`src/rtl/tpc_pkg.sv`:
```
// Package with shared types, widths and constants of the 3-pole/3-zero compensator.
`default_nettype none

package tpc_pkg;

    localparam int TARGET_W   = 12;
    localparam int COEF_W     = 24;
    localparam int NUM_COEFS  = 7;
    localparam int HIST_DEPTH = 3;
    localparam int VAL_W      = 28;
    localparam int MUL_A_W    = 25;
    localparam int MUL_B_W    = 29;
    localparam int MUL_P_W    = MUL_A_W + MUL_B_W;
    localparam int ACC_W      = 55;
    localparam int ACC_SHIFT  = 20;
    localparam int Y_FULL_W   = ACC_W - ACC_SHIFT;
    localparam int ERR_BASE_W = 32;
    localparam int FRAC_W     = 26;
    localparam int XDIV_W     = 24;
    localparam int QFRAC_W    = 14;
    localparam int SCALED_W   = 18;
    localparam int QUOT_W     = 17;
    localparam int WIDTH_W    = 16;
    localparam int HALF_W     = 15;
    localparam int OUT_TDATA_W = ((WIDTH_W + HALF_W + 7) / 8) * 8;
    localparam int CNT_W      = 3;

    localparam int APB_ADDR_W = 5;
    localparam int APB_DATA_W = 32;

    localparam int PERIOD_COUNTS_DEF = 46080;
    localparam int SAMPLE_BITS_DEF   = 12;

    // Error scaling: diff * 2^24 / 1000 = diff * 16777 + diff * 216 / 1000.
    localparam int ERR_SCALE_INT  = 16777;
    localparam int ERR_SCALE_FRAC = 216;
    localparam int ERR_BIAS_Q     = 885;
    localparam int ERR_OFFSET     = ERR_BIAS_Q * 1000 + 500;
    localparam int RECIP_1000       = 8589935;
    localparam int RECIP_1000_SHIFT = 33;

    localparam logic signed [ERR_BASE_W-1:0] ERR_MAX = 32'sd134217727;
    localparam logic signed [ERR_BASE_W-1:0] ERR_MIN = -32'sd134217728;

    localparam logic signed [Y_FULL_W-1:0] Y_CEIL_F = Y_FULL_W'(50331648);
    localparam logic signed [Y_FULL_W-1:0] Y_LOW_F  = Y_FULL_W'(1006633);
    localparam logic signed [VAL_W-1:0]    Y_CEIL_V = VAL_W'(50331648);
    localparam logic signed [VAL_W-1:0]    Y_LOW_V  = VAL_W'(1006633);
    localparam logic signed [VAL_W-1:0]    Y_HIGH_V = VAL_W'(46305116);

    localparam int SCALE_SHIFT   = 24;
    localparam int RECIP_3       = 174763;
    localparam int RECIP_3_SHIFT = 19;
    localparam logic [WIDTH_W-1:0] MIN_WIDTH = 16'd100;

    typedef enum logic [2:0] {
        REG_TARGET,
        REG_ERROR_NOW,
        REG_ERROR_ONE,
        REG_ERROR_TWO,
        REG_ERROR_THREE,
        REG_OUTPUT_ONE,
        REG_OUTPUT_TWO,
        REG_OUTPUT_THREE
    } reg_idx_t;

    typedef struct packed {
        logic [TARGET_W-1:0]                    target_level;
        logic [NUM_COEFS-1:0][COEF_W-1:0]       coefs;
    } cfg_t;

endpackage

`default_nettype wire

```
`src/rtl/tpc_mul.sv`:
```
// Shared signed multiplier with a registered product and load enable.
`default_nettype none

module tpc_mul
    import tpc_pkg::*;
#(
    parameter int A_W = MUL_A_W,
    parameter int B_W = MUL_B_W
)
(
    input  wire                        clk,
    input  wire                        en,
    input  wire logic signed [A_W-1:0] a,
    input  wire logic signed [B_W-1:0] b,
    output logic signed [A_W+B_W-1:0]  p
);

    logic signed [A_W+B_W-1:0] p_reg;

    always_ff @(posedge clk)
    begin
        if (en)
        begin
            p_reg <= a * b;
        end
    end

    assign p = p_reg;

endmodule

`default_nettype wire

```
`src/rtl/tpc_cfg.sv`:
```
// Configuration register file with an APB-style port.
`default_nettype none

module tpc_cfg
    import tpc_pkg::*;
(
    input  wire                         clk,
    input  wire                         rst_n,
    input  wire                         psel,
    input  wire                         penable,
    input  wire                         pwrite,
    input  wire logic [APB_ADDR_W-1:0]  paddr,
    input  wire logic [APB_DATA_W-1:0]  pwdata,
    output logic [APB_DATA_W-1:0]       prdata,
    output logic                        pready,
    output cfg_t                        cfg
);

    cfg_t     cfg_reg;
    cfg_t     cfg_next;
    reg_idx_t idx;
    logic     wr_en;

    assign pready = 1'b1;
    assign idx    = reg_idx_t'(paddr[APB_ADDR_W-1:2]);
    assign wr_en  = psel && penable && pwrite && pready;

    always_comb
    begin
        cfg_next = cfg_reg;
        if (wr_en)
        begin
            unique case (idx)
                REG_TARGET:       cfg_next.target_level = pwdata[TARGET_W-1:0];
                REG_ERROR_NOW:    cfg_next.coefs[0] = pwdata[COEF_W-1:0];
                REG_ERROR_ONE:    cfg_next.coefs[1] = pwdata[COEF_W-1:0];
                REG_ERROR_TWO:    cfg_next.coefs[2] = pwdata[COEF_W-1:0];
                REG_ERROR_THREE:  cfg_next.coefs[3] = pwdata[COEF_W-1:0];
                REG_OUTPUT_ONE:   cfg_next.coefs[4] = pwdata[COEF_W-1:0];
                REG_OUTPUT_TWO:   cfg_next.coefs[5] = pwdata[COEF_W-1:0];
                REG_OUTPUT_THREE: cfg_next.coefs[6] = pwdata[COEF_W-1:0];
                default:          cfg_next = cfg_reg;
            endcase
        end
    end

    always_comb
    begin
        unique case (idx)
            REG_TARGET:
                prdata = {{(APB_DATA_W-TARGET_W){1'b0}}, cfg_reg.target_level};
            REG_ERROR_NOW:
                prdata = {{(APB_DATA_W-COEF_W){cfg_reg.coefs[0][COEF_W-1]}}, cfg_reg.coefs[0]};
            REG_ERROR_ONE:
                prdata = {{(APB_DATA_W-COEF_W){cfg_reg.coefs[1][COEF_W-1]}}, cfg_reg.coefs[1]};
            REG_ERROR_TWO:
                prdata = {{(APB_DATA_W-COEF_W){cfg_reg.coefs[2][COEF_W-1]}}, cfg_reg.coefs[2]};
            REG_ERROR_THREE:
                prdata = {{(APB_DATA_W-COEF_W){cfg_reg.coefs[3][COEF_W-1]}}, cfg_reg.coefs[3]};
            REG_OUTPUT_ONE:
                prdata = {{(APB_DATA_W-COEF_W){cfg_reg.coefs[4][COEF_W-1]}}, cfg_reg.coefs[4]};
            REG_OUTPUT_TWO:
                prdata = {{(APB_DATA_W-COEF_W){cfg_reg.coefs[5][COEF_W-1]}}, cfg_reg.coefs[5]};
            REG_OUTPUT_THREE:
                prdata = {{(APB_DATA_W-COEF_W){cfg_reg.coefs[6][COEF_W-1]}}, cfg_reg.coefs[6]};
            default:
                prdata = '0;
        endcase
    end

    always_ff @(posedge clk or negedge rst_n)
    begin
        if (!rst_n)
        begin
            cfg_reg.target_level <= '0;
            cfg_reg.coefs[0]     <= COEF_W'(-435178);
            cfg_reg.coefs[1]     <= COEF_W'(392648);
            cfg_reg.coefs[2]     <= COEF_W'(435074);
            cfg_reg.coefs[3]     <= COEF_W'(-392751);
            cfg_reg.coefs[4]     <= COEF_W'(1167080);
            cfg_reg.coefs[5]     <= COEF_W'(-41497);
            cfg_reg.coefs[6]     <= COEF_W'(-77007);
        end
        else
        begin
            cfg_reg <= cfg_next;
        end
    end

    assign cfg = cfg_reg;

endmodule

`default_nettype wire

```
`src/rtl/three_pole_three_zero_compensator.sv`:
```
// Top level of the 3-pole/3-zero compensator: sequencer, datapath and output register.
//
// The input stream carries one output-voltage ADC sample per transaction in s_tdata.
// The output stream carries one PWM compare value and its half per transaction.
// Registers (target level and seven Q4.20 coefficients) are written over the APB
// port at byte address 4*i; the user must write them only while the block is
// idle, which the block itself does not enforce. pready is always high. Each
// sample runs through one shared registered multiplier: two products form the
// scaled error, seven products form the difference equation, and two more scale
// the limited output into timer counts. A result appears on m_tvalid when the
// sequencer leaves ST_FINISH, and s_tready rises in the same cycle, so the block
// takes no new sample until the last one is through the eleven multiplier passes.
// A finished result waits in the output register while the next sample is
// processed; if the receiver still stalls when the next result is ready, the
// sequencer holds until the output register is free. Reset clears the error and
// output history, loads the default coefficients and empties the output register.
`default_nettype none

module three_pole_three_zero_compensator
    import tpc_pkg::*;
#(
    parameter int PERIOD_COUNTS = PERIOD_COUNTS_DEF,
    parameter int SAMPLE_BITS   = SAMPLE_BITS_DEF
)
(
    input  wire                                     clk,
    input  wire                                     rst_n,
    input  wire                                     s_tvalid,
    output logic                                    s_tready,
    // Fields from bit 0: vout_sample.
    input  wire logic [((SAMPLE_BITS+7)/8)*8-1:0]   s_tdata,
    output logic                                    m_tvalid,
    input  wire                                     m_tready,
    // Fields from bit 0: pulse_width (16), half_width (15).
    output logic [OUT_TDATA_W-1:0]                  m_tdata,
    input  wire                                     psel,
    input  wire                                     penable,
    input  wire                                     pwrite,
    input  wire logic [APB_ADDR_W-1:0]              paddr,
    input  wire logic [APB_DATA_W-1:0]              pwdata,
    output logic [APB_DATA_W-1:0]                   prdata,
    output logic                                    pready
);

    localparam int DIFF_W = ((SAMPLE_BITS > TARGET_W) ? SAMPLE_BITS : TARGET_W) + 1;

    typedef enum logic [3:0] {
        ST_IDLE,
        ST_ERR_MUL,
        ST_ERR_DIV,
        ST_ERR_SAT,
        ST_MAC,
        ST_LIMIT,
        ST_SCALE,
        ST_DIV3,
        ST_FINISH
    } state_t;

    cfg_t cfg;

    state_t                               state_reg, state_next;
    logic signed [DIFF_W-1:0]             diff_reg, diff_next;
    logic [XDIV_W-1:0]                    xdiv_reg, xdiv_next;
    logic signed [ERR_BASE_W-1:0]         err_base_reg, err_base_next;
    logic [VAL_W-1:0]                     err_reg, err_next;
    logic signed [ACC_W-1:0]              acc_reg, acc_next;
    logic [CNT_W-1:0]                     cnt_reg, cnt_next;
    logic [HIST_DEPTH-1:0][VAL_W-1:0]     err_hist_reg, err_hist_next;
    logic [HIST_DEPTH-1:0][VAL_W-1:0]     y_hist_reg, y_hist_next;
    logic [WIDTH_W-1:0]                   width_reg, width_next;
    logic                                 out_valid_reg, out_valid_next;

    logic                                 mul_en;
    logic signed [MUL_A_W-1:0]            mul_a;
    logic signed [MUL_B_W-1:0]            mul_b;
    logic signed [MUL_P_W-1:0]            mul_p;

    logic signed [FRAC_W-1:0]             diff_wide;
    logic signed [FRAC_W-1:0]             frac_sum;
    logic signed [ERR_BASE_W-1:0]         err_sum;
    logic [COEF_W-1:0]                    mac_coef;
    logic [VAL_W-1:0]                     mac_val;
    logic signed [Y_FULL_W-1:0]           y_full;
    logic [VAL_W-1:0]                     y_lim;
    logic [QUOT_W-1:0]                    quot;

    tpc_cfg u_cfg (
        .clk     (clk),
        .rst_n   (rst_n),
        .psel    (psel),
        .penable (penable),
        .pwrite  (pwrite),
        .paddr   (paddr),
        .pwdata  (pwdata),
        .prdata  (prdata),
        .pready  (pready),
        .cfg     (cfg)
    );

    tpc_mul #(
        .A_W (MUL_A_W),
        .B_W (MUL_B_W)
    ) u_mul (
        .clk (clk),
        .en  (mul_en),
        .a   (mul_a),
        .b   (mul_b),
        .p   (mul_p)
    );

    assign diff_wide = {{(FRAC_W-DIFF_W){diff_reg[DIFF_W-1]}}, diff_reg};
    assign frac_sum  = diff_wide * $signed(FRAC_W'(ERR_SCALE_FRAC))
                     + $signed(FRAC_W'(ERR_OFFSET));
    assign err_sum   = err_base_reg
                     + $signed({{(ERR_BASE_W-QFRAC_W){1'b0}},
                                mul_p[RECIP_1000_SHIFT +: QFRAC_W]})
                     - $signed(ERR_BASE_W'(ERR_BIAS_Q));
    assign y_full    = acc_reg[ACC_W-1:ACC_SHIFT];
    assign quot      = mul_p[RECIP_3_SHIFT +: QUOT_W];

    always_comb
    begin
        case (cnt_reg)
            3'd0:    begin mac_coef = cfg.coefs[0]; mac_val = err_reg;         end
            3'd1:    begin mac_coef = cfg.coefs[1]; mac_val = err_hist_reg[0]; end
            3'd2:    begin mac_coef = cfg.coefs[2]; mac_val = err_hist_reg[1]; end
            3'd3:    begin mac_coef = cfg.coefs[3]; mac_val = err_hist_reg[2]; end
            3'd4:    begin mac_coef = cfg.coefs[4]; mac_val = y_hist_reg[0];   end
            3'd5:    begin mac_coef = cfg.coefs[5]; mac_val = y_hist_reg[1];   end
            3'd6:    begin mac_coef = cfg.coefs[6]; mac_val = y_hist_reg[2];   end
            default: begin mac_coef = '0;           mac_val = '0;              end
        endcase
    end

    always_comb
    begin
        if (y_full >= Y_CEIL_F)
        begin
            y_lim = Y_HIGH_V;
        end
        else if (y_full <= Y_LOW_F)
        begin
            y_lim = Y_LOW_V;
        end
        else
        begin
            y_lim = y_full[VAL_W-1:0];
        end
    end

    always_comb
    begin
        state_next     = state_reg;
        diff_next      = diff_reg;
        xdiv_next      = xdiv_reg;
        err_base_next  = err_base_reg;
        err_next       = err_reg;
        acc_next       = acc_reg;
        cnt_next       = cnt_reg;
        err_hist_next  = err_hist_reg;
        y_hist_next    = y_hist_reg;
        width_next     = width_reg;
        out_valid_next = out_valid_reg && !m_tready;
        mul_en         = 1'b0;
        mul_a          = '0;
        mul_b          = '0;

        unique case (state_reg)
            ST_IDLE:
            begin
                if (s_tvalid)
                begin
                    diff_next  = $signed({{(DIFF_W-SAMPLE_BITS){1'b0}},
                                          s_tdata[SAMPLE_BITS-1:0]})
                               - $signed({{(DIFF_W-TARGET_W){1'b0}}, cfg.target_level});
                    state_next = ST_ERR_MUL;
                end
            end
            ST_ERR_MUL:
            begin
                mul_en     = 1'b1;
                mul_a      = MUL_A_W'(ERR_SCALE_INT);
                mul_b      = {{(MUL_B_W-DIFF_W){diff_reg[DIFF_W-1]}}, diff_reg};
                xdiv_next  = frac_sum[XDIV_W-1:0];
                state_next = ST_ERR_DIV;
            end
            ST_ERR_DIV:
            begin
                mul_en        = 1'b1;
                mul_a         = MUL_A_W'(RECIP_1000);
                mul_b         = {{(MUL_B_W-XDIV_W){1'b0}}, xdiv_reg};
                err_base_next = mul_p[ERR_BASE_W-1:0];
                state_next    = ST_ERR_SAT;
            end
            ST_ERR_SAT:
            begin
                if (err_sum > ERR_MAX)
                begin
                    err_next = ERR_MAX[VAL_W-1:0];
                end
                else if (err_sum < ERR_MIN)
                begin
                    err_next = ERR_MIN[VAL_W-1:0];
                end
                else
                begin
                    err_next = err_sum[VAL_W-1:0];
                end
                acc_next   = '0;
                cnt_next   = '0;
                state_next = ST_MAC;
            end
            ST_MAC:
            begin
                if (cnt_reg != CNT_W'(NUM_COEFS))
                begin
                    mul_en = 1'b1;
                    mul_a  = {mac_coef[COEF_W-1], mac_coef};
                    mul_b  = {mac_val[VAL_W-1], mac_val};
                end
                if (cnt_reg != '0)
                begin
                    acc_next = acc_reg + {{(ACC_W-MUL_P_W){mul_p[MUL_P_W-1]}}, mul_p};
                end
                cnt_next = cnt_reg + 1'b1;
                if (cnt_reg == CNT_W'(NUM_COEFS))
                begin
                    state_next = ST_LIMIT;
                end
            end
            ST_LIMIT:
            begin
                err_hist_next = {err_hist_reg[HIST_DEPTH-2:0], err_reg};
                y_hist_next   = {y_hist_reg[HIST_DEPTH-2:0], y_lim};
                state_next    = ST_SCALE;
            end
            ST_SCALE:
            begin
                mul_en     = 1'b1;
                mul_a      = MUL_A_W'(PERIOD_COUNTS);
                mul_b      = {y_hist_reg[0][VAL_W-1], y_hist_reg[0]};
                state_next = ST_DIV3;
            end
            ST_DIV3:
            begin
                mul_en     = 1'b1;
                mul_a      = MUL_A_W'(RECIP_3);
                mul_b      = {{(MUL_B_W-SCALED_W){1'b0}}, mul_p[SCALE_SHIFT +: SCALED_W]};
                state_next = ST_FINISH;
            end
            ST_FINISH:
            begin
                if (!out_valid_reg || m_tready)
                begin
                    if (quot <= {{(QUOT_W-WIDTH_W){1'b0}}, MIN_WIDTH})
                    begin
                        width_next = MIN_WIDTH;
                    end
                    else
                    begin
                        width_next = quot[WIDTH_W-1:0];
                    end
                    out_valid_next = 1'b1;
                    state_next     = ST_IDLE;
                end
            end
            default:
            begin
                state_next = ST_IDLE;
            end
        endcase
    end

    always_ff @(posedge clk or negedge rst_n)
    begin
        if (!rst_n)
        begin
            state_reg     <= ST_IDLE;
            cnt_reg       <= '0;
            err_hist_reg  <= '0;
            y_hist_reg    <= '0;
            width_reg     <= '0;
            out_valid_reg <= 1'b0;
        end
        else
        begin
            state_reg     <= state_next;
            cnt_reg       <= cnt_next;
            err_hist_reg  <= err_hist_next;
            y_hist_reg    <= y_hist_next;
            width_reg     <= width_next;
            out_valid_reg <= out_valid_next;
        end
    end

    always_ff @(posedge clk)
    begin
        diff_reg     <= diff_next;
        xdiv_reg     <= xdiv_next;
        err_base_reg <= err_base_next;
        err_reg      <= err_next;
        acc_reg      <= acc_next;
    end

    assign s_tready = (state_reg == ST_IDLE);
    assign m_tvalid = out_valid_reg;
    assign m_tdata  = {{(OUT_TDATA_W-WIDTH_W-HALF_W){1'b0}},
                       width_reg[WIDTH_W-1:1], width_reg};

`ifndef SYNTHESIS
    a_busy_after_accept: assert property (@(posedge clk) disable iff (!rst_n)
        (s_tvalid && s_tready) |=> !s_tready)
        else $error("Input accepted again right after a transaction.");

    a_min_width: assert property (@(posedge clk) disable iff (!rst_n)
        m_tvalid |-> (m_tdata[WIDTH_W-1:0] >= MIN_WIDTH))
        else $error("Pulse width below the minimum.");

    a_half_width: assert property (@(posedge clk) disable iff (!rst_n)
        m_tvalid |-> (m_tdata[WIDTH_W +: HALF_W] == m_tdata[WIDTH_W-1:1]))
        else $error("Half width does not match the pulse width.");

    a_output_limited: assert property (@(posedge clk) disable iff (!rst_n)
        (y_hist_reg[0] == '0)
        || (($signed(y_hist_reg[0]) >= Y_LOW_V) && ($signed(y_hist_reg[0]) < Y_CEIL_V)))
        else $error("Stored output outside the limiter range.");
`endif

endmodule

`default_nettype wire

```
`config.mk`:
```
export PLATFORM = sky130hd
export DESIGN_NAME = three_pole_three_zero_compensator
export DESIGN_NICKNAME = d
export VERILOG_FILES = /design/src/rtl/tpc_pkg.sv /design/src/rtl/tpc_mul.sv /design/src/rtl/tpc_cfg.sv /design/src/rtl/three_pole_three_zero_compensator.sv
export SDC_FILE = /design/constraint.sdc
export NUM_CORES = 2
export LEC_CHECK = 0
export BUFFER_PORTS_ARGS = -buffer_cell sky130_fd_sc_hd__buf_4
export CAP_MARGIN = 20
export CORE_ASPECT_RATIO = 0.9
export CORE_MARGIN = 3
export CORE_UTILIZATION = 45
export DETAILED_ROUTE_END_ITERATION = 7
export HOLD_SLACK_MARGIN = 0.08
export RECOVER_POWER = 100
export SKIP_CTS_REPAIR_TIMING = 1
export SYNTH_ARGS = -nofsm -noshare
export SYNTH_HDL_FRONTEND = slang
export SYNTH_SLANG_ARGS = --single-unit
export TNS_END_PERCENT = 1
```
`constraint.sdc`:
```
create_clock -name clk -period 11.6 [get_ports clk]
set_input_delay 2.32 -clock clk [delete_from_list [all_inputs] [get_ports clk]]
set_output_delay 2.32 -clock clk [all_outputs]
set_load 0.05 [all_outputs]
```
==> results.ini <==
[floorplanning]
dieHeight_um=344
die_w_um=382
die_area_sq_um=132000
num_rows=123
num_io_pins=127
start_util=0.456
core_sq_um=126000

[layout]
largest_register_ffs=180
num-nets-final=7188
finalNonFillerCells=7810
design_area_sq_um=61800
utilization=0.492
drive_above_1_share=0.0952
area_growth_pct=8.01

[logic_synthesis]
synth_simple_gate_area_frac=0.134
synth_edf_count=202
ys_types=82
synth_mux_area_frac=0.0446
ys_warn_count=0
synthAdderAreaFrac=0.331
synth_top_family_by_area=adder cells
ys_ff_latch=574
synth_area_sq_um=57300
seq_area_frac_synth=0.270
yosys.area_share.xor_xnor=0.0245
synth_compound_gate_area_share=0.108
synth-main-ff-cell=dfrtp_1
synth_cells=6078
synth_top_area_cell=fa_1
synth_common_cells=1054 x nand2_1, 990 x inv_1, 761 x fa_1, 484 x nor2_1, 297 x ha_1
synth_top_area_share=0.266
avgSynthCellArea_sq_um=9.42
yosysMostFrequentCell=nand2_1
synth-async-reset-ratio=0.648
syn_nets=7196
synth.area.top_cells=fa_1 27%, dfrtp_1 12%, edfxtp_1 11%, nand2_1 6.9%, ha_1 6.5%

[timing]
worst_pin_slew_ns=4.73
hold_violations=0
min_period_over_period=0.945
slew_headroom=-2.16
fin_tns_setup_ns=0
setup_viol=0
min_period_ns=10.96
fmax_mhz=91.3
slew_violations=948
clock_skew_ns=0.0876
rsz0062_at_grt=false

[routing]
first_pass_iters=8
wl_per_cell_um=23.2
vias=44400
drc=3
final_antenna_net_count=0
vias_per_cell=5.69
drtIter0Drc=4589
routed_wl_um=181000

[cts]
cts-root-buf=clkbuf_16
cts_buffers=60
worstSkewPairLatency_ns=0.69
cts.sinks=574
clk_path_buf_depth=3
cts_tree=done
clkSlewWorstSetupHoldPaths_ns=0.07
cts_max_level=2

[worst_setup_path]
r2r_slack_ns=0.64
cp_slowest_cell=nand4_1
path_delay_family=adder cells
worst_setup_path_start_kind=register
critPathCaptureType=register
crit_path_frequent_cell=fa_1
path_buf_inv=7
path_max_fanout=54
critPathKind=register to register
slowest_delay_ns=0.98
critPathArrivalTime_ns=11.50
crit_required_ns=12.14

[flow_run]
cap_viol_max_count=19

[placement]
postPlaceCellArea_sq_um=60200
gp_congestion=0.935
dpl.hpwl_um=138000
io_buffer_count=110
dp_cells=7694

[global_routing]
grt_start_max_net_pins=159
grt_antenna_before_repair=5
grt_pass1_wl_um=279000
grt_overflow=0
grt_pass1_vias=44200
grt_util_all_layers=0.278

[hold_path]
hp-class=register to register

[outcome]
violations=DRC, capacitance limit, slew limit
status=complete, but fails checks

metrics by stage:
step                hold WS, ns  setup slack, ns
floorplan                 0.431             2.06
global placement          0.440             1.20
detailed placement        0.451             1.23
CTS                       0.451             1.13
global route              0.479            0.207
finish                    0.455            0.642
cell type report:
cell class                 count  area, sq um
clock buffer                  67         1560
fill                       11900        63700
antenna                        1         2.50
timing repair buffer         239         1560
clock inverter                47          527
multi-input combinational   4203        36900
tap                         1687         2110
inverter                     992         3720
sequential                   574        15500
logic make-up (layout without fill, tap and decap cells):
group | count (synthesis) | after routing
AO/OA/AOI/OAI | 910 | 910
XOR/XNOR | 159 | 159
adder cells (fa/ha/maj) | 1058 | 1058
buffers and inverters | 1301 | 1345
flip-flops | 574 | 574
multiplexers | 222 | 222
other | 2 | 3
AND/OR/NAND/NOR | 1852 | 1852
metal layers:
metal | share of wire | track usage
met1 | 0.44 | 0.406
met2 | 0.43 | 0.416
met3 | 0.093 | 0.0584
met4 | 0.036 | 0.0848
met5 | 0.00011 | 0
worst paths after layout:
path,from,to,depth (start not counted)
min in group asynchronous,rst_n,u_cfg.cfg[154],1
hold reg to reg,u_mul.p[0],err_base_reg[0],0
hold / removal,u_mul.p[0],err_base_reg[0],0
max in group asynchronous,rst_n,y_hist_reg[23],3
setup reg to reg,cnt_reg[2],u_mul.p[52],30
setup / recovery,cnt_reg[2],u_mul.p[52],30
cells in the final DEF, fill, tap and decap left out, drive strengths merged, types with 14 or more instances in the layout:
cell / n
a211oi: 14
a21o: 81
a21oi: 220
a221o: 22
a221oi: 56
a222oi: 60
a22o: 26
a22oi: 40
a31oi: 25
and2: 22
and3: 21
and4: 18
buf: 146
clkbuf: 160
clkinv: 29
dfrtp: 283
dfstp: 89
edfxtp: 202
fa: 761
ha: 297
inv: 996
mux2: 185
mux2i: 29
nand2: 1054
nand2b: 40
nand3: 53
nand4: 34
nor2: 484
nor2b: 34
nor3: 50
o21a: 27
o21ai: 203
o21bai: 18
o31ai: 18
xnor2: 102
xor2: 57
Power is left out: the tool's default activity adds up to more than one toggle a clock period on the data nets, which glitch-free logic cannot reach.
